## src/hdl/bzf_pkg.sv

```systemverilog
// ----------------------------------------------------------------------------
// bzf_pkg: shared types and constants of the cubic Bezier flattener
// Coordinate widths, subdivision depth, item structs and flatness status.
// ----------------------------------------------------------------------------
package bzf_pkg;

  // Subdivision depth limit and coordinate width (signed Q15.8 at 24 bits).
  localparam int MAX_LEVEL   = 6;
  localparam int COORD_WIDTH = 24;

  // Level and stack pointer hold 0 .. MAX_LEVEL.
  localparam int LEVEL_WIDTH = $clog2(MAX_LEVEL + 1);
  // Emitted point counter; a run has at most 2^MAX_LEVEL points.
  localparam int CNT_WIDTH   = MAX_LEVEL;

  // Flatness tolerance register, unsigned Q8.8.
  localparam int TOL_WIDTH = 16;
  localparam logic [TOL_WIDTH-1:0] TOL_RESET = TOL_WIDTH'(64);

  typedef logic signed [COORD_WIDTH-1:0] coord_t;
  typedef logic [LEVEL_WIDTH-1:0]        level_t;
  typedef logic [TOL_WIDTH-1:0]          tol_t;

  // Eight coordinates of one segment: x1 y1 x2 y2 x3 y3 x4 y4 at index 0..7.
  typedef coord_t [7:0] seg_t;

  // One pending right half on the subdivision stack.
  typedef struct packed {
    seg_t   coords;
    level_t level;
  } stack_entry_t;

  localparam int ENTRY_WIDTH = $bits(stack_entry_t);

  typedef struct packed {
    coord_t start_x;
    coord_t start_y;
    coord_t ctrl1_x;
    coord_t ctrl1_y;
    coord_t ctrl2_x;
    coord_t ctrl2_y;
    coord_t end_x;
    coord_t end_y;
  } in_item_t;

  typedef struct packed {
    coord_t point_x;
    coord_t point_y;
    logic   point_valid;
    logic   last_point;
  } out_item_t;

  // Status from the flatness unit to the sequencer.
  typedef struct packed {
    logic done;
    logic flat;
  } flat_status_t;

endpackage

```

## src/hdl/bzf_flat_unit.sv

```systemverilog
// ----------------------------------------------------------------------------
// bzf_flat_unit: multi-cycle exact flatness test
// Runs all products of the flatness test through one shared signed
// multiplier and reports flat once the two exact sides are compared.
// ----------------------------------------------------------------------------
module bzf_flat_unit (
  input  logic                  clk,
  input  logic                  rst,
  input  logic                  start,
  input  bzf_pkg::seg_t         seg,
  input  bzf_pkg::tol_t         tol,
  output bzf_pkg::flat_status_t status
);

  localparam int CW  = bzf_pkg::COORD_WIDTH;
  localparam int DW  = CW + 1;           // coordinate difference
  localparam int CCW = 2 * DW + 1;       // cross product
  localparam int SW  = 2 * CW + 4;       // sum of absolute cross products
  localparam int HW  = SW / 2;           // half of the sum, for the square
  localparam int QL  = CW + 1;           // half of the squared chord length
  localparam int QW  = 2 * QL;           // squared chord length
  localparam int TW  = bzf_pkg::TOL_WIDTH + 8;
  localparam int MW  = (CW + 3 > TW + 1) ? CW + 3 : TW + 1;
  localparam int PW  = 2 * MW;
  localparam int LW  = 2 * SW;

  // Step sequence of the shared multiplier.
  localparam logic [3:0] STEP_A2DY = 4'd0;
  localparam logic [3:0] STEP_B2DX = 4'd1;
  localparam logic [3:0] STEP_A3DY = 4'd2;
  localparam logic [3:0] STEP_B3DX = 4'd3;
  localparam logic [3:0] STEP_DXDX = 4'd4;
  localparam logic [3:0] STEP_DYDY = 4'd5;
  localparam logic [3:0] STEP_SHSH = 4'd6;
  localparam logic [3:0] STEP_SHSL = 4'd7;
  localparam logic [3:0] STEP_SLSL = 4'd8;
  localparam logic [3:0] STEP_TQLO = 4'd9;
  localparam logic [3:0] STEP_TQHI = 4'd10;
  localparam logic [3:0] STEP_LAST = 4'd11;
  localparam logic [3:0] STEP_DONE = 4'd12;

  logic                  busy;
  logic [3:0]            step;
  logic signed [DW-1:0]  dx, dy, a2, b2, a3, b3;
  logic signed [MW-1:0]  ma, mb;
  logic signed [PW-1:0]  prod;
  logic signed [CCW-1:0] c2, c3;
  logic [CCW-1:0]        abs2, abs3;
  logic [SW-1:0]         s;
  logic [QW-1:0]         q;
  logic [LW-1:0]         lhs, rhs;
  logic [LW-1:0]         prod_wide;
  logic [TW-1:0]         tol_scaled;

  assign tol_scaled = {tol, 8'd0};
  assign prod_wide  = LW'($unsigned(prod));

  // Sequence control.
  always_ff @(posedge clk) begin
    if (rst) begin
      busy <= 1'b0;
      step <= STEP_A2DY;
    end else if (start) begin
      busy <= 1'b1;
      step <= STEP_A2DY;
    end else if (busy) begin
      if (step == STEP_DONE) begin
        busy <= 1'b0;
      end else begin
        step <= step + 4'd1;
      end
    end
  end

  // Coordinate differences are captured once per test.
  always_ff @(posedge clk) begin
    if (start) begin
      dx <= DW'(seg[6]) - DW'(seg[0]);
      dy <= DW'(seg[7]) - DW'(seg[1]);
      a2 <= DW'(seg[2]) - DW'(seg[6]);
      b2 <= DW'(seg[3]) - DW'(seg[7]);
      a3 <= DW'(seg[4]) - DW'(seg[6]);
      b3 <= DW'(seg[5]) - DW'(seg[7]);
    end
  end

  // Operand selection for the shared multiplier.
  always_comb begin
    ma = '0;
    mb = '0;
    case (step)
      STEP_A2DY: begin ma = MW'(a2); mb = MW'(dy); end
      STEP_B2DX: begin ma = MW'(b2); mb = MW'(dx); end
      STEP_A3DY: begin ma = MW'(a3); mb = MW'(dy); end
      STEP_B3DX: begin ma = MW'(b3); mb = MW'(dx); end
      STEP_DXDX: begin ma = MW'(dx); mb = MW'(dx); end
      STEP_DYDY: begin ma = MW'(dy); mb = MW'(dy); end
      STEP_SHSH: begin
        ma = $signed(MW'(s[SW-1:HW]));
        mb = $signed(MW'(s[SW-1:HW]));
      end
      STEP_SHSL: begin
        ma = $signed(MW'(s[SW-1:HW]));
        mb = $signed(MW'(s[HW-1:0]));
      end
      STEP_SLSL: begin
        ma = $signed(MW'(s[HW-1:0]));
        mb = $signed(MW'(s[HW-1:0]));
      end
      STEP_TQLO: begin
        ma = $signed(MW'(tol_scaled));
        mb = $signed(MW'(q[QL-1:0]));
      end
      STEP_TQHI: begin
        ma = $signed(MW'(tol_scaled));
        mb = $signed(MW'(q[QW-1:QL]));
      end
      default: begin
        ma = '0;
        mb = '0;
      end
    endcase
  end

  // Absolute values of the cross products.
  assign abs2 = c2[CCW-1] ? CCW'(-c2) : CCW'(c2);
  assign abs3 = c3[CCW-1] ? CCW'(-c3) : CCW'(c3);

  // Multiply, then fold the product issued in the previous step.
  always_ff @(posedge clk) begin
    prod <= ma * mb;
    if (busy) begin
      case (step)
        STEP_B2DX: c2 <= $signed(prod[CCW-1:0]);
        STEP_A3DY: c2 <= c2 - $signed(prod[CCW-1:0]);
        STEP_B3DX: c3 <= $signed(prod[CCW-1:0]);
        STEP_DXDX: c3 <= c3 - $signed(prod[CCW-1:0]);
        STEP_DYDY: begin
          q <= prod[QW-1:0];
          s <= SW'(abs2) + SW'(abs3);
        end
        STEP_SHSH: q   <= q + prod[QW-1:0];
        STEP_SHSL: lhs <= prod_wide << SW;
        STEP_SLSL: lhs <= lhs + (prod_wide << (HW + 1));
        STEP_TQLO: lhs <= lhs + prod_wide;
        STEP_TQHI: rhs <= prod_wide;
        STEP_LAST: rhs <= rhs + (prod_wide << QL);
        default: begin
        end
      endcase
    end
  end

  assign status.done = busy && (step == STEP_DONE);
  assign status.flat = lhs < rhs;

endmodule

```

## config.mk

```make
export PLATFORM = sky130hd
export DESIGN_NAME = bzf_flat_unit
export DESIGN_NICKNAME = d
export VERILOG_FILES = /design/src/hdl/bzf_pkg.sv /design/src/hdl/bzf_flat_unit.sv
export SDC_FILE = /design/constraint.sdc
export NUM_CORES = 2
export LEC_CHECK = 0
export ABC_CLOCK_PERIOD_IN_PS = 12300
export BUFFER_PORTS_ARGS = -buffer_cell sky130_fd_sc_hd__buf_2
export CAP_MARGIN = 20
export CORE_MARGIN = 3
export CORE_UTILIZATION = 47
export DETAILED_ROUTE_END_ITERATION = 8
export PLACE_DENSITY_LB_ADDON = 0.12
export SYNTH_ARGS = -nofsm -noshare
export SYNTH_HDL_FRONTEND = slang
export SYNTH_SLANG_ARGS = --single-unit
export TNS_END_PERCENT = 30
```

## constraint.sdc

```tcl
create_clock -name clk -period 12.3 [get_ports clk]
set_clock_uncertainty 0.1 [all_clocks]
set_input_delay 2.46 -clock clk [delete_from_list [all_inputs] [get_ports clk]]
set_output_delay 2.46 -clock clk [all_outputs]
set_load 0.02 [all_outputs]
```

==> summary.md <==
| Metric | Value |
|---|---|
| Root Driver | clkbuf_16 |
| Detailed Routing Iterations Pass 1 | 9 |
| Count of final max-slew check failures | 0 |
| Area grow syn2layout | 8.93% |
| Routed vias/inst | 5.99 |
| Outcome | complete, no violations |
| Crit path max fanout | 28 |
| HP Class | flip-flop to flip-flop |
| Buf+Inv Stages, Crit Path | 6 |
| Cts hold-fix bufs | 0 |
| Syn_area_per_cell | 8.81 um^2 |
| Most common cell on crit path | fa_1 |
| Hold worst-path end | rhs[91] |
| Setup Viol. Count Final | 0 |
| # rows | 151 |
| Post-synthesis sequential area ratio | around 22% |
| EDFF count, synth | 562 |
| ANT nets after route | 0 |
| Nets@finish | 11100 |
| Clock Latency Late Sink | 0.74 ns |
| Cells after synthesis | 9129 |
| Detailed placement HPWL | 235000 um |
| Total GRT Usage | between 30% and 40% |
| Antenna violations before repair | 21 |
| Total Wirelength | ~300000 um |
| Clk slew on worst S/H paths | 0.06 ns |
| Post-Syn Nets | 10900 |
| Die span in x | between 400 and 500 um |
| Proportion of layout cells with a drive suffix above 1 | 6.65% |
| Maximum root-to-sink buffer count | 3 |
| Req. time, crit path | between 10 and 15 ns |
| Top-level I/O count | 213 |
| First-pass GRT wire length | 438000 um |
| Cell area after layout | 87600 um^2 |
| Die area | 176000 um^2 |
| WP data arrival | ~12 ns |
| Achievable Freq | 90.7 MHz |
| DR iter-0 viols | 6965 |
| Unique masters post-synth | 82 |
| Ys async rst share | 0% |
| Die H | about 420 um |
| Post-CTS Setup Repair Bufs | 0 |
| Slowest cell on crit path | nand3_1 |
| Fin crit period | 11.03 ns |
| Final Cycle Share | 89.7% |
| Largest net degree at the start of global routing | 91 |
| Top Metal Used | met5 |
| Port Buffers | 212 |
| H-tree depth | 3 |
| CTS tree | done |
| Critical path endpoint category | flip-flop |
| CP top delay family | adder cells |
| Worst r2r dst | prod[52] |
| DR WL/cell | about 25 um |
| Remaining DRCs | 0 |
| Starting Density | 47.4% |
| Max_cap viols | 0 |
| Reg2reg start | step[2] |
| Met2 WL | 127000 um |
| RSZ-0062 raised after global routing | no |
| Setup total negative slack | 0 ns |
| Met3 wire len | 27900 um |
| CTS Buf Count | 83 |
| Min-delay src | rhs[91] |
| Placed Cells | 11400 |
| Layout Cells excl Fill | 11600 |
| Routed via count | 69500 |
| Post-CTS sizing | 0 |
| Startpoint Class | flip-flop |
| Syn. warnings | 0 |
| Crit path largest cell delay | between 0.8 and 0.9 ns |
| Mapped cell area | 80400 um^2 |
| Placed Area | 84600 um^2 |
| Worst slew margin | 11.3% |
| Main synth FF type | edfxtp_1 |
| Vias in the first global route | 68500 |
| Critical path class | flip-flop to flip-flop |
| Hold path depth | 2 |
| Met1 Wirelength | roughly 120000 um |
| Core area | ~170000 um^2 |
| Grt total ovfl | 0 |
| Worst-margin pin slew | 1.33 ns |
| Synth Register Bits | 621 |
| Placer Congestion | 0.984 |
| Worst Reg-to-Reg Cells | 31 |
| # clock sinks | 621 |
| R2R Setup Slk | 1.27 ns |
| Final Hold Violating Endpoints | 0 |
[cell families (layout without fill, tap and decap cells)]
kind of cell,after synthesis,after routing,synth area share (%)
flops,621,621,22.5
compound gates,2137,2137,17.2
other cells,0,7,0
simple gates,2571,2571,14.6
mux,6,6,0.0778
xor+xnor,621,621,6.77
fa+ha+maj,1547,1547,31.3
buf+inv,1626,1879,7.59
[synthesized netlist by cell type (all sizes together), types with 71 or more instances]
| library cell | n | area, um^2 |
|---|---|---|
| and2 | 75 | 469 |
| inv | 1334 | 5010 |
| nor3 | 106 | 542 |
| o21ai | 546 | 2730 |
| xnor2 | 433 | 3790 |
| and3 | 71 | 444 |
| xor2 | 188 | 1650 |
| edfxtp | 562 | 16900 |
| a21oi | 496 | 2480 |
| clkbuf | 275 | 1030 |
| fa | 774 | 15500 |
| nor2b | 112 | 701 |
| nand3 | 175 | 881 |
| nand2b | 87 | 552 |
| nand2 | 1035 | 3880 |
| a21o | 280 | 2100 |
| ha | 773 | 9670 |
| nor2 | 635 | 2380 |
| nand4 | 102 | 638 |
| a22oi | 95 | 713 |
[registers in the layout, summed over array words and instances, names as in the netlist, 4 cells and up]
name,count
a3,25
b3,25
dx,25
q,50
b2,25
s,52
lhs,104
a2,25
rhs,104
prod,54
dy,25
step,4
c3,51
c2,51
[stage by stage]
stage | hold WS (ns) | setup WS [ns] | util, %
after floorplan | 0.440 | 2.36 | -
after global placement | 0.459 | 1.21 | 49.9
after detailed placement | 0.472 | 1.22 | 49.9
after CTS | 0.488 | 1.39 | 51.6
after global routing | 0.505 | 0.664 | 51.6
final | 0.492 | 1.27 | 51.6
[layout make-up]
class	count	area, um^2
repair buffers	393	2450
diodes	7	17.5
clock buffers	105	2230
inverters	1334	5010
fillers	16100	82100
clock inverters	47	669
well taps	2218	2780
flip-flops and latches	621	18100
multi-input cells	6882	56400
[worst register-to-register path: cells and delay by family (launching register included)]
family                   cells  cell delay [ns]
adder cells (fa/ha/maj)      8             4.01
buffers and inverters        6             0.70
AND/OR/NAND/NOR              9             3.41
AO/OA/AOI/OAI                7             2.09
XOR/XNOR                     1             0.14
flip-flops                   1             0.46
[per-layer routing]
layer  track usage [%]  up-vias
met2              50.7     3144
met3              6.46      612
met4              15.5        6
met5                 0        -
li1                  -    31600
met1              45.8    34100
[cells in the final DEF, fill, tap and decap left out, drive strengths merged, types with 67 or more instances in the layout]
cell    instances
a21o          280
a21oi         496
a22oi          95
and2           75
and3           71
buf           393
clkbuf        105
edfxtp        562
fa            774
ha            773
inv          1338
nand2        1035
nand2b         87
nand3         175
nand4         102
nor2          635
nor2b         112
nor3          106
o21a           68
o21ai         546
o21bai         67
o31ai          68
xnor2         433
xor2          188
[how the worst max path moves through the flow]
stage | endpoint | from | slack [ns] | depth (start not counted)
final | prod[52] | step[2] | 1.27 | 31
after global routing | prod[53] | step[2] | 0.66 | 33
after CTS | prod[53] | step[0] | 1.39 | 32
after detailed placement | prod[52] | tol[0] | 1.22 | 29
after global placement | prod[52] | tol[0] | 1.21 | 29
after floorplan | prod[53] | tol[3] | 2.36 | 30
Power is left out: the tool's default activity adds up to more than one toggle a clock period on the data nets, which glitch-free logic cannot reach.
