File: config.mk
export PLATFORM = sky130hd
export DESIGN_NAME = bzf_stack_ram
export DESIGN_NICKNAME = d
export VERILOG_FILES = /design/src/hdl/bzf_stack_ram.sv
export SDC_FILE = /design/constraint.sdc
export NUM_CORES = 1
export LEC_CHECK = 0
export ABC_AREA = 1
export BUFFER_PORTS_ARGS = -buffer_cell sky130_fd_sc_hd__buf_2
export CORE_MARGIN = 5
export CORE_UTILIZATION = 25
export DETAILED_ROUTE_END_ITERATION = 12
export GPL_TIMING_DRIVEN = 1
export PLACE_DENSITY = 0.41
export SETUP_SLACK_MARGIN = 0.5
export SYNTH_ARGS = -nofsm -noshare
export SYNTH_HDL_FRONTEND = slang
export SYNTH_SLANG_ARGS = --single-unit
File: constraint.sdc
create_clock -name clk -period 1.7 [get_ports clk]
set_input_delay 0.17 -clock clk [delete_from_list [all_inputs] [get_ports clk]]
set_output_delay 0.17 -clock clk [all_outputs]
set_load 0.05 [all_outputs]
File: src/hdl/bzf_stack_ram.sv
// ----------------------------------------------------------------------------
// bzf_stack_ram: simple dual port synchronous RAM
// One write port and one read port, read data registered.
// ----------------------------------------------------------------------------
module bzf_stack_ram #(
  parameter int WIDTH = 8,
  parameter int DEPTH = 4,
  parameter int AW    = (DEPTH > 1) ? $clog2(DEPTH) : 1
) (
  input  logic             clk,
  input  logic             wr_en,
  input  logic [AW-1:0]    wr_addr,
  input  logic [WIDTH-1:0] wr_data,
  input  logic             rd_en,
  input  logic [AW-1:0]    rd_addr,
  output logic [WIDTH-1:0] rd_data
);

  logic [WIDTH-1:0] mem [DEPTH];

  // Write port.
  always_ff @(posedge clk) begin
    if (wr_en) begin
      mem[wr_addr] <= wr_data;
    end
  end

  // Registered read port.
  always_ff @(posedge clk) begin
    if (rd_en) begin
      rd_data <= mem[rd_addr];
    end
  end

endmodule

==> reports/metrics.sh, run 1 <==
RUN_STATUS='finished clean'
SYNTH_CELLS=141
PATH_BUF_INV=1
FINALINSTANCEAREA_UM2=1940
CP_DATA_REQUIRED_TIME_PS=1530
DETAILEDPLACE.WORSTSLACK_PS=382
DESIGN.PORTCOUNT=23
DETAILEDROUTE.FIRSTITERATIONVIOLATIONS=40
NUM_ANTENNA_CELLS=0
WORST_R2R_ENDPOINT='rd_data[7]$_DFFE_PP_'
MOST-COMMON-LAYOUT-CELLS='sky130_fd_sc_hd__nand2_1, sky130_fd_sc_hd__edfxtp_1, sky130_fd_sc_hd__inv_1, sky130_fd_sc_hd__buf_2, sky130_fd_sc_hd__nand3_1'
H_TREE_DEPTH=2
DIEAREA_UM2=8220
ROUTED-VIA-COUNT=971
TOP_AREA_CELLS_IN_THE_SYNTHESIZED_NETLIST='sky130_fd_sc_hd__edfxtp_1, sky130_fd_sc_hd__nand2_1, sky130_fd_sc_hd__inv_1, sky130_fd_sc_hd__nand3_1, sky130_fd_sc_hd__buf_6'
SW_FRAC_OF_TOTAL_PCT=22.1
PLACED_CELL_AREA_UM2=1820
P_PER_AREA_nW_PER_UM2=1080
POST_CTS_RESIZED=0
FINAL.SETUP.WORST_SLACK_PS=662
DIE_W_UM=90.7
MAXSLEWHEADROOM_PCT=54.7
GRT_PASS1_WL_UM=4890
POST_DRT_VIA_CELL_RATIO=3.95
FINALCOREUTILIZATION_PCT=30.5
PLACEABLECOREAREA_UM2=6350
POST-ROUTE-DRC-COUNT=0
INITIAL_CORE_UTIL_PCT=25.6
UPPER_CLOCK_FREQUENCY_LIMIT_MHz=963
GRT_REMAINING_OVERFLOW=0
YOSYS.CELL_TYPES.COUNT=9
FINAL-SETUP-VIOL-COUNT=0
CTS-BUFFERS-INSERTED=5
ROOT_BUFFER='sky130_fd_sc_hd__clkbuf_8'
MAPPEDNETLISTAREA_UM2=1630
TIMING.FINAL.CRIT_PERIOD_PS=1040
CHIPHEIGHT_UM=90.7
GPL.FINAL_WEIGHTED_CONGESTION=0.733
HOLD_END='mem[2][1]$_DFFE_PP_'
TRACK_USAGE_PCT=7.65
POST_CTS_HOLD_BUFFER_COUNT=0
BUFFER_PORTS.INSERTED=22
GRT_ANTENNA_BEFORE_REPAIR=0
WORST_HOLD_STARTPOINT='wr_data[1]'
DESIGN_POWER_TOTAL_mW=2.09
DETAIL_ROUTE.WL_PER_CELL_UM=11.6
CTS.SINKS=40
CRITICAL_PATH_ARRIVAL_PS=870
FINALNETCOUNT=183
POWER.INTERNAL_mW=1.63
SWITCHING_POWER_mW=0.463
DRTANTENNAVIOLNETS=0
SETUP_TNS_AFTER_FINAL_LAYOUT_PS=0
FIRST_PASS_ITERATION_COUNT_OF_THE_DETAILED_ROUTER=4
CP_MAX_FO=1
TIMING.CRITICAL_PATH.SLOWEST_STAGE_CELL='sky130_fd_sc_hd__edfxtp_1'
HPWLAFTERDP_UM=2170
CTS_SETUP_BUFFERS=0
CPLARGESTDELAYFAMILY='flip-flops'
HOLD_DEPTH=1
LAYOUT-DRIVE-GT1-SHARE_PCT=20.7
YS_SEQ_ELEMENTS=40
GRT_SETUP_UNREPAIRED='no'
TOTAL_LEAKAGE_POWER_nW=0.862
LARGEST_NET_DEGREE_AT_THE_START_OF_GLOBAL_ROUTING=18
CRIT_CHAIN='buf_2'
CLOCK_SKEW_PS=5.12
SEQPWRFRAC_PCT=55.3
POWER.SHARE.COMBINATIONAL_PCT=8.8
CTS_BUFFER_DEPTH=2
CRITICALPATHCATEGORY='register to primary output'
TOTALWIRELENGTH_UM=2860
CPPEAKSTAGEDELAY_PS=330
HOLD_PATH.CLASS='input port to register'
HOLD_VIOL=0
ROWS=29
CLK-INSERTION-DELAY-LATE_PS=280
START_KIND='register'
END_KIND='primary output'
TRITONCTS='built'
SYNTH_AREA_LEADER_CELL='sky130_fd_sc_hd__edfxtp_1'
SYNTHESIS.NETS=156
VDD_DROP_MAX_uV=458
CTS.CLK_SLEW.WORST_PATHS_PS=80
PWR-SHARE-CLK_PCT=35.9
AREA_SHARE_OF_THE_LARGEST_CELL_TYPE_AFTER_SYNTHESIS_PCT=73.8
FINAL-MAX-SLEW-VIOLATION-COUNT=0
VIA_COUNT_OF_THE_FIRST_GLOBAL_ROUTING_PASS=1033
YOSYSWARNINGCOUNT=0
AREA_DELTA_SYNTH_FINAL_PCT=18.9
FINAL.PERIOD_UTILIZATION_PCT=61.1
WORST_SETUP_PATH_STARTPOINT='rd_data[5]$_DFFE_PP_'
MAX_CAP_VIOLATIONS=0
WORST-SLEW-PIN-TRANSITION_PS=676
R2R_START='mem[3][7]$_DFFE_PP_'
R2R.WORST_PATH.CELLS=4
R2R_SLACK_PS=810
SYNTH-SEQ-AREA-SHARE_PCT=73.8
SYN_AVG_CELL_AREA_UM2=11.5
==> power by group through the flow <==
stage          clock network, mW  logic (mW)  registers, mW
6_report                   0.750       0.184           1.16
5_1_grt                    0.813       0.206           1.16
4_1_cts                    0.774       0.188           1.16
3_5_place_dp                   0       0.188           1.18
3_3_place_gp                   0       0.185           1.18
2_1_floorplan                  0      0.0771           1.23
==> metrics by stage <==
stage	hold slack [ps]	instances
floorplan	269	141
global placement	398	238
detailed placement	393	238
CTS	87.5	246
global route	88.1	246
finish	96.9	246
==> cells in the mapped netlist (all sizes together) <==
cell type and count:
nor3 4, inv 37, nand2 40, edfxtp 40
buf 4, nand3 16
==> final cells by class <==
type / instances / area, um2
Clock buffer: 5 / 68.8
Clock inverter: 3 / 42.5
Fill cell: 640 / 4410
Inverter: 37 / 141
Multi-Input combinational cell: 60 / 260
Sequential cell: 40 / 1200
Tap cell: 77 / 96.3
Timing Repair Buffer: 24 / 125
==> worst max-delay path by stage <==
stage	depth (start not counted)	endpoint	slack, ps
detailed placement	3	mem[3][5]$_DFFE_PP_	380
global placement	3	mem[3][4]$_DFFE_PP_	470
global route	1	rd_data[1]	600
finish	1	rd_data[5]	660
CTS	1	rd_data[1]	640
floorplan	2	mem[2][0]$_DFFE_PP_	470
==> routing by layer <==
layer  vias to the layer above  global-route usage [%]  routed length, um
li1                        497                       -                  -
met5                         -                       0                  0
met2                        26                    11.9               1350
met3                         4                    2.50                127
met4                         0                    4.09                 68
met1                       444                    9.30               1320
==> cell families (layout without fill, tap and decap cells) <==
family                 after synthesis  count (layout)  synth area share (%)
buffers and inverters               41              69                  10.8
DFF                                 40              40                  73.8
and+or+nand+nor                     60              60                  15.4
==> state kept, by name, summed over array words and instances (netlist names) <==
name,cells
mem,32
rd_data,8
Note: power is estimated with default switching activity, not from simulation.
==> inputs of run 2 (changes only) <==
--- a/config.mk
+++ b/config.mk
@@ -5,13 +5,13 @@
 export SDC_FILE = /design/constraint.sdc
 export NUM_CORES = 1
 export LEC_CHECK = 0
-export ABC_AREA = 1
+export ABC_AREA = 0
 export BUFFER_PORTS_ARGS = -buffer_cell sky130_fd_sc_hd__buf_2
 export CORE_MARGIN = 5
 export CORE_UTILIZATION = 25
 export DETAILED_ROUTE_END_ITERATION = 12
 export GPL_TIMING_DRIVEN = 1
-export PLACE_DENSITY = 0.41
+export PLACE_DENSITY = 0.42
 export SETUP_SLACK_MARGIN = 0.5
 export SYNTH_ARGS = -nofsm -noshare
 export SYNTH_HDL_FRONTEND = slang
==> constraint.sdc (replaced) <==
create_clock -name clk -period 1 [get_ports clk]
set_input_delay 0.1 -clock clk [delete_from_list [all_inputs] [get_ports clk]]
set_output_delay 0.1 -clock clk [all_outputs]
set_load 0.05 [all_outputs]
==> reports/metrics.sh, run 2 <==
SYNTH_AREA_LEADER_CELL='sky130_fd_sc_hd__edfxtp_1'
PATH_BUF_INV=0
TOTALWIRELENGTH_UM=2490
P_PER_AREA_nW_PER_UM2=1790
ROOT_BUFFER='sky130_fd_sc_hd__clkbuf_8'
NUM_ANTENNA_CELLS=0
POST_DRT_VIA_CELL_RATIO=4.07
LAYOUT.CELLS.MOST_COMMON='sky130_fd_sc_hd__edfxtp_1'
ROWS=27
SYNTH_CELLS=54
DRTANTENNAVIOLNETS=0
GRT_SETUP_UNREPAIRED='yes'
POST_SYNTH_AND_OR_NAND_NOR_AREA_FRACTION_PCT=2.19
WORST-SLEW-PIN-TRANSITION_PS=245
MUXSHAREOFSYNTHAREA_PCT=12.6
FIRST_PASS_ITERATION_COUNT_OF_THE_DETAILED_ROUTER=4
POST_CTS_HOLD_BUFFER_COUNT=0
CRIT_CHAIN='mux4_2'
YS.FLOP_TYPE='sky130_fd_sc_hd__edfxtp_1'
GRT_REMAINING_OVERFLOW=0
CP_MAX_FO=1
CLOCK_SKEW_PS=8.95
NUMBER_OF_FLIP_FLOPS_UNDER_THE_LARGEST_REGISTER_NAME=32
CRITICALPATHCATEGORY='register to register'
SYNTH-SEQ-AREA-SHARE_PCT=84.1
PLACEABLECOREAREA_UM2=5540
DESIGN_POWER_TOTAL_mW=3.28
FAILED_CHECKS='negative setup slack'
FINALNETCOUNT=99
CTS.SINKS=40
CPPEAKSTAGEDELAY_PS=480
NUMBER_OF_FLOPS_MAPPED_TO_ENABLE_CELLS_BY_YOSYS=40
DIEAREA_UM2=7330
END_KIND='register'
CTS.CLK_SLEW.WORST_PATHS_PS=80
SYN_AVG_CELL_AREA_UM2=26.5
GRT_PASS1_WL_UM=3910
CLK-INSERTION-DELAY-LATE_PS=280
DETAILEDROUTE.FIRSTITERATIONVIOLATIONS=10
SYNTH_TOP_FAMILY_BY_AREA='multiplexers'
FINAL-SETUP-VIOL-COUNT=8
AREA_SHARE_OF_THE_LARGEST_CELL_TYPE_AFTER_SYNTHESIS_PCT=84.1
GRT_ANTENNA_BEFORE_REPAIR=0
MAX_CAP_VIOLATIONS=0
TIMING.FINAL.CRIT_PERIOD_PS=1100
MAXSLEWHEADROOM_PCT=83.7
TRACK_USAGE_PCT=7.36
YOSYS.CELL_TYPES.COUNT=7
CTS-BUFFERS-INSERTED=5
TOTAL_LEAKAGE_POWER_nW=0.623
RUN_STATUS='finished, violations left'
YOSYSMOSTFREQUENTCELL='sky130_fd_sc_hd__edfxtp_1'
YS_SEQ_ELEMENTS=40
START_KIND='register'
HOLD_VIOL=0
CTS_BUFFER_DEPTH=2
TRITONCTS='built'
CPLARGESTDELAYFAMILY='multiplexers'
SYNTH_ASYNC_SR_FLOP_SHARE_PCT=0
SYNTHESIS.NETS=69
FILLERINSTANCES=536
POST_SYNTHESIS_COMPOUND_GATE_AREA_FRACTION_PCT=0
MOST-COMMON-LAYOUT-CELLS='sky130_fd_sc_hd__edfxtp_1, sky130_fd_sc_hd__buf_2, sky130_fd_sc_hd__buf_6, sky130_fd_sc_hd__mux4_2, sky130_fd_sc_hd__clkbuf_8'
DETAIL_ROUTE.WL_PER_CELL_UM=16.0
CHIPHEIGHT_UM=85.6
BUFFER_PORTS.INSERTED=22
SETUP_TNS_AFTER_FINAL_LAYOUT_PS=-733
TOP_AREA_CELLS_IN_THE_SYNTHESIZED_NETLIST='sky130_fd_sc_hd__edfxtp_1, sky130_fd_sc_hd__mux4_2, sky130_fd_sc_hd__and3b_1, sky130_fd_sc_hd__buf_6, sky130_fd_sc_hd__nor3b_1'
MOST_NUMEROUS_CELL_TYPES_IN_THE_SYNTHESIZED_NETLIST='sky130_fd_sc_hd__edfxtp_1, sky130_fd_sc_hd__mux4_2, sky130_fd_sc_hd__and3b_1'
POST_SYNTH_FA_HA_MAJ_AREA_FRACTION_PCT=0
HOLD_PATH.CLASS='input port to register'
H_TREE_DEPTH=2
VDD_DROP_MAX_uV=757
MAPPEDNETLISTAREA_UM2=1430
CP_DATA_REQUIRED_TIME_PS=1020
REGMOSTFLOPS='mem'
SYNTHXORXNORAREAFRAC_PCT=0
GPL.FINAL_WEIGHTED_CONGESTION=0.617
ROUTED-VIA-COUNT=635
DIE_W_UM=85.6
LAYOUT-DRIVE-GT1-SHARE_PCT=51.2
LARGEST_NET_DEGREE_AT_THE_START_OF_GLOBAL_ROUTING=12
UPPER_CLOCK_FREQUENCY_LIMIT_MHz=907
POST-ROUTE-DRC-COUNT=0
CRITICAL_PATH_ARRIVAL_PS=1120
VIA_COUNT_OF_THE_FIRST_GLOBAL_ROUTING_PASS=729
FINAL.SETUP.WORST_SLACK_PS=-103
FINAL.PERIOD_UTILIZATION_PCT=110
YOSYSWARNINGCOUNT=0
INITIAL_CORE_UTIL_PCT=25.8
TOP_FLOP_REGS='mem x32, rd_data x8'
DESIGN.PORTCOUNT=23
FINAL-MAX-SLEW-VIOLATION-COUNT=0
TIMING.CRITICAL_PATH.SLOWEST_STAGE_CELL='sky130_fd_sc_hd__mux4_2'
AREA_DELTA_SYNTH_FINAL_PCT=28.3
==> run 2: logic make-up (layout without fill, tap and decap cells) <==
logic type             count (synthesis)  in the layout
buffers and inverters                  2             32
flip-flops                            40             40
multiplexers                           8              8
AND/OR/NAND/NOR                        4              4
==> run 2: per-layer routing <==
layer	routed length, um	vias up	track usage [%]
li1	-	287	-
met1	1020	327	8.85
met2	1310	19	12.3
met3	145	2	2.79
met4	17	0	2.16
met5	0	-	0
==> run 2: layout make-up <==
class                      instances  area, um2  area share, %
multi-input combinational         12        230           12.6
clock buffer                       6       72.6           3.96
timing repair buffer              25        234           12.8
sequential                        40       1200           65.5
clock inverter                     1       5.00          0.273
tap                               72       90.1           4.91
==> run 2: metrics by stage <==
stage	std cells	utilization (%)	hold slack [ps]	area, um2	worst slack (ps)
after floorplan	54	-	199	1450	-46.8
after detailed placement	149	30.3	322	1680	-125
after CTS	156	33.0	18.2	1830	-119
after global placement	149	30.3	312	1680	-124
after global routing	156	33.1	13.2	1830	-151
final	156	33.1	31.3	1830	-103
==> run 2: where the power goes <==
part	internal, mW	switching (mW)
Sequential	1.95	0.0253
Clock	0.474	0.504
Combinational	0.148	0.178
Total	2.57	0.708
==> run 2: path summary, 6_finish.rpt <==
path | start | to | slack, ps | cells past startpoint
hold reg to reg | mem[2][4]$_DFFE_PP_ | rd_data[4]$_DFFE_PP_ | 630 | 1
setup / recovery | mem[3][5]$_DFFE_PP_ | rd_data[5]$_DFFE_PP_ | -100 | 1
setup reg to reg | mem[3][5]$_DFFE_PP_ | rd_data[5]$_DFFE_PP_ | -100 | 1
hold / removal | wr_data[1] | mem[1][1]$_DFFE_PP_ | 30 | 1
==> run 2: timing repair <==
item,CTS,global route
resized for setup,22,1
hold endpoints to repair,0,0
setup endpoints to repair,48,41
pin swaps,2,0
gates cloned,0,0
buffers inserted,0,0
==> inputs of run 3 (changes only) <==
--- a/config.mk
+++ b/config.mk
@@ -5,13 +5,13 @@
 export SDC_FILE = /design/constraint.sdc
 export NUM_CORES = 1
 export LEC_CHECK = 0
-export ABC_AREA = 0
+export ABC_AREA = 1
 export BUFFER_PORTS_ARGS = -buffer_cell sky130_fd_sc_hd__buf_2
 export CORE_MARGIN = 5
 export CORE_UTILIZATION = 25
 export DETAILED_ROUTE_END_ITERATION = 12
 export GPL_TIMING_DRIVEN = 1
-export PLACE_DENSITY = 0.42
+export PLACE_DENSITY = 0.41
 export SETUP_SLACK_MARGIN = 0.5
 export SYNTH_ARGS = -nofsm -noshare
 export SYNTH_HDL_FRONTEND = slang
==> reports/metrics.sh, run 3 (synthesis gave the netlist of run 1 again) <==
GRT_ANTENNA_BEFORE_REPAIR=0
UPPER_CLOCK_FREQUENCY_LIMIT_MHz=1050
WORST-PATH-STAGES=1
CP_MAX_FO=1
FIRST_PASS_ITERATION_COUNT_OF_THE_DETAILED_ROUTER=3
GRT_REMAINING_OVERFLOW=0
POST_CTS_HOLD_BUFFER_COUNT=0
TOTALWIRELENGTH_UM=2930
PLACED_CELL_AREA_UM2=1930
WORST-SLEW-PIN-TRANSITION_PS=362
ROWS=29
MOST-COMMON-LAYOUT-CELLS='sky130_fd_sc_hd__edfxtp_1, sky130_fd_sc_hd__nand2_1, sky130_fd_sc_hd__inv_1, sky130_fd_sc_hd__nand3_1, sky130_fd_sc_hd__buf_2'
POWER.SHARE.COMBINATIONAL_PCT=10.7
TRACK_USAGE_PCT=7.71
DIE_W_UM=90.7
FINALINSTANCEAREA_UM2=2120
DETAILEDROUTE.FIRSTITERATIONVIOLATIONS=77
CTS-BUFFERS-INSERTED=5
LARGEST_NET_DEGREE_AT_THE_START_OF_GLOBAL_ROUTING=18
DRTANTENNAVIOLNETS=0
DETAIL_ROUTE.WL_PER_CELL_UM=11.8
HPWLAFTERDP_UM=2260
START_KIND='register'
HOLD_DEPTH=1
POST_DRT_VIA_CELL_RATIO=3.89
TRITONCTS='built'
POST-ROUTE-DRC-COUNT=0
CTS.SINKS=40
CTS.CLK_SLEW.WORST_PATHS_PS=80
HOLD_PATH.CLASS='input port to register'
GRT_PASS1_WL_UM=4910
GRT_SETUP_UNREPAIRED='yes'
PATH_BUF_INV=1
POWER.INTERNAL_mW=2.84
FINALNETCOUNT=186
BUFFER_PORTS.INSERTED=22
FILLERINSTANCES=626
CLOCK_SKEW_PS=4.53
LAYOUT.CELLS.MOST_COMMON='sky130_fd_sc_hd__edfxtp_1'
SETUP_TNS_AFTER_FINAL_LAYOUT_PS=0
INITIAL_CORE_UTIL_PCT=25.6
FINAL-MAX-SLEW-VIOLATION-COUNT=0
PWR-SHARE-CLK_PCT=36.1
DESIGN.PORTCOUNT=23
CHIPHEIGHT_UM=90.7
H_TREE_DEPTH=2
SWITCHING_POWER_mW=0.859
CRITICALPATHCATEGORY='register to primary output'
FINAL-SETUP-VIOL-COUNT=0
NUM_ANTENNA_CELLS=0
R2R.WORST_PATH.CELLS=4
VIA_COUNT_OF_THE_FIRST_GLOBAL_ROUTING_PASS=1004
MAX_CAP_VIOLATIONS=0
MAXSLEWHEADROOM_PCT=75.9
CRIT_CHAIN='buf_6'
CRITICAL_PATH_ARRIVAL_PS=850
CTS_BUFFER_DEPTH=2
DIEAREA_UM2=8220
LAYOUT-DRIVE-GT1-SHARE_PCT=26.2
TIMING.FINAL.CRIT_PERIOD_PS=951
END_KIND='primary output'
ROUTED-VIA-COUNT=969
NUMBER_OF_FLIP_FLOPS_UNDER_THE_LARGEST_REGISTER_NAME=32
SEQPWRFRAC_PCT=53.3
PLACEABLECOREAREA_UM2=6350
CPLARGESTDELAYFAMILY='flip-flops'
SW_FRAC_OF_TOTAL_PCT=23.2
P_PER_AREA_nW_PER_UM2=1740
REGMOSTFLOPS='mem'
TOP_FLOP_REGS='mem x32, rd_data x8'
CPPEAKSTAGEDELAY_PS=390
TOTAL_LEAKAGE_POWER_nW=0.923
TIMING.CRITICAL_PATH.SLOWEST_STAGE_CELL='sky130_fd_sc_hd__edfxtp_1'
ROOT_BUFFER='sky130_fd_sc_hd__clkbuf_8'
AREA_DELTA_SYNTH_FINAL_PCT=30.2
GPL.FINAL_WEIGHTED_CONGESTION=0.756
RUN_STATUS='finished clean'
VDD_DROP_MAX_uV=719
HOLD_VIOL=0
CLK-INSERTION-DELAY-LATE_PS=290
CP_DATA_REQUIRED_TIME_PS=900
FINAL.PERIOD_UTILIZATION_PCT=95.1
## run 3: cell types whose count changed in the layout (fill, tap and decap cells not counted), moves of 4 or more
cell	delta
sky130_fd_sc_hd__nor3_4	+4
sky130_fd_sc_hd__nand2_1	+39
sky130_fd_sc_hd__mux4_2	-8
sky130_fd_sc_hd__nand3_1	+14
sky130_fd_sc_hd__inv_1	+34
## run 3: path summary, 6_finish.rpt
kind                                              to                  from  slack (ps)
worst max-delay path                      rd_data[5]  rd_data[5]$_DFFE_PP_          50
worst max register to register  rd_data[3]$_DFFE_PP_   mem[1][3]$_DFFE_PP_         130
worst min register to register  rd_data[4]$_DFFE_PP_   mem[3][4]$_DFFE_PP_         620
worst min-delay path             mem[0][7]$_DFFE_PP_            wr_data[7]          30
## run 3: area by class of cell
cell class	instances	area [um2]	share of cell area (%)
sequential	40	1200	56.7
multi-input combinational	60	308	14.5
timing repair buffer	27	253	11.9
inverter	37	146	6.91
tap	77	96.3	4.55
clock buffer	5	68.8	3.25
clock inverter	3	46.3	2.18
## run 3: routing by layer
metal  share of wire (%)  global-route usage, %  up-vias
met2                  46                   11.9       25
met5                   0                      0        -
met4                 2.1                   4.47        0
met3                 6.4                   2.83        6
met1                  46                   9.12      434
li1                    -                      -      504
## run 3: power by group through the flow
stage,Clock [mW],Sequential (mW),Combinational [mW]
6_report,1.33,1.97,0.394
3_5_place_dp,0,2.00,0.365
2_1_floorplan,0,2.09,0.145
3_3_place_gp,0,2.00,0.362
4_1_cts,1.37,1.97,0.400
5_1_grt,1.45,1.98,0.432
## run 3: repair_timing
action / in CTS / in global routing
resized for setup: 22 / 2
buffers inserted: 0 / 0
hold endpoints to repair: 0 / 0
setup endpoints to repair: 48 / 48
pin swaps: 10 / 8
## run 3: through the flow
step	setup slack (ps)	cells	hold WS [ps]	power [mW]	utilization (%)
finish	49.1	249	31.8	3.70	33.4
global route	7.49	249	25.3	3.86	33.4
CTS	31.8	249	26.3	3.75	33.3
detailed placement	-44.9	241	341	2.37	30.5
global placement	-15.8	241	341	2.37	30.5
floorplan	149	141	199	2.23	-
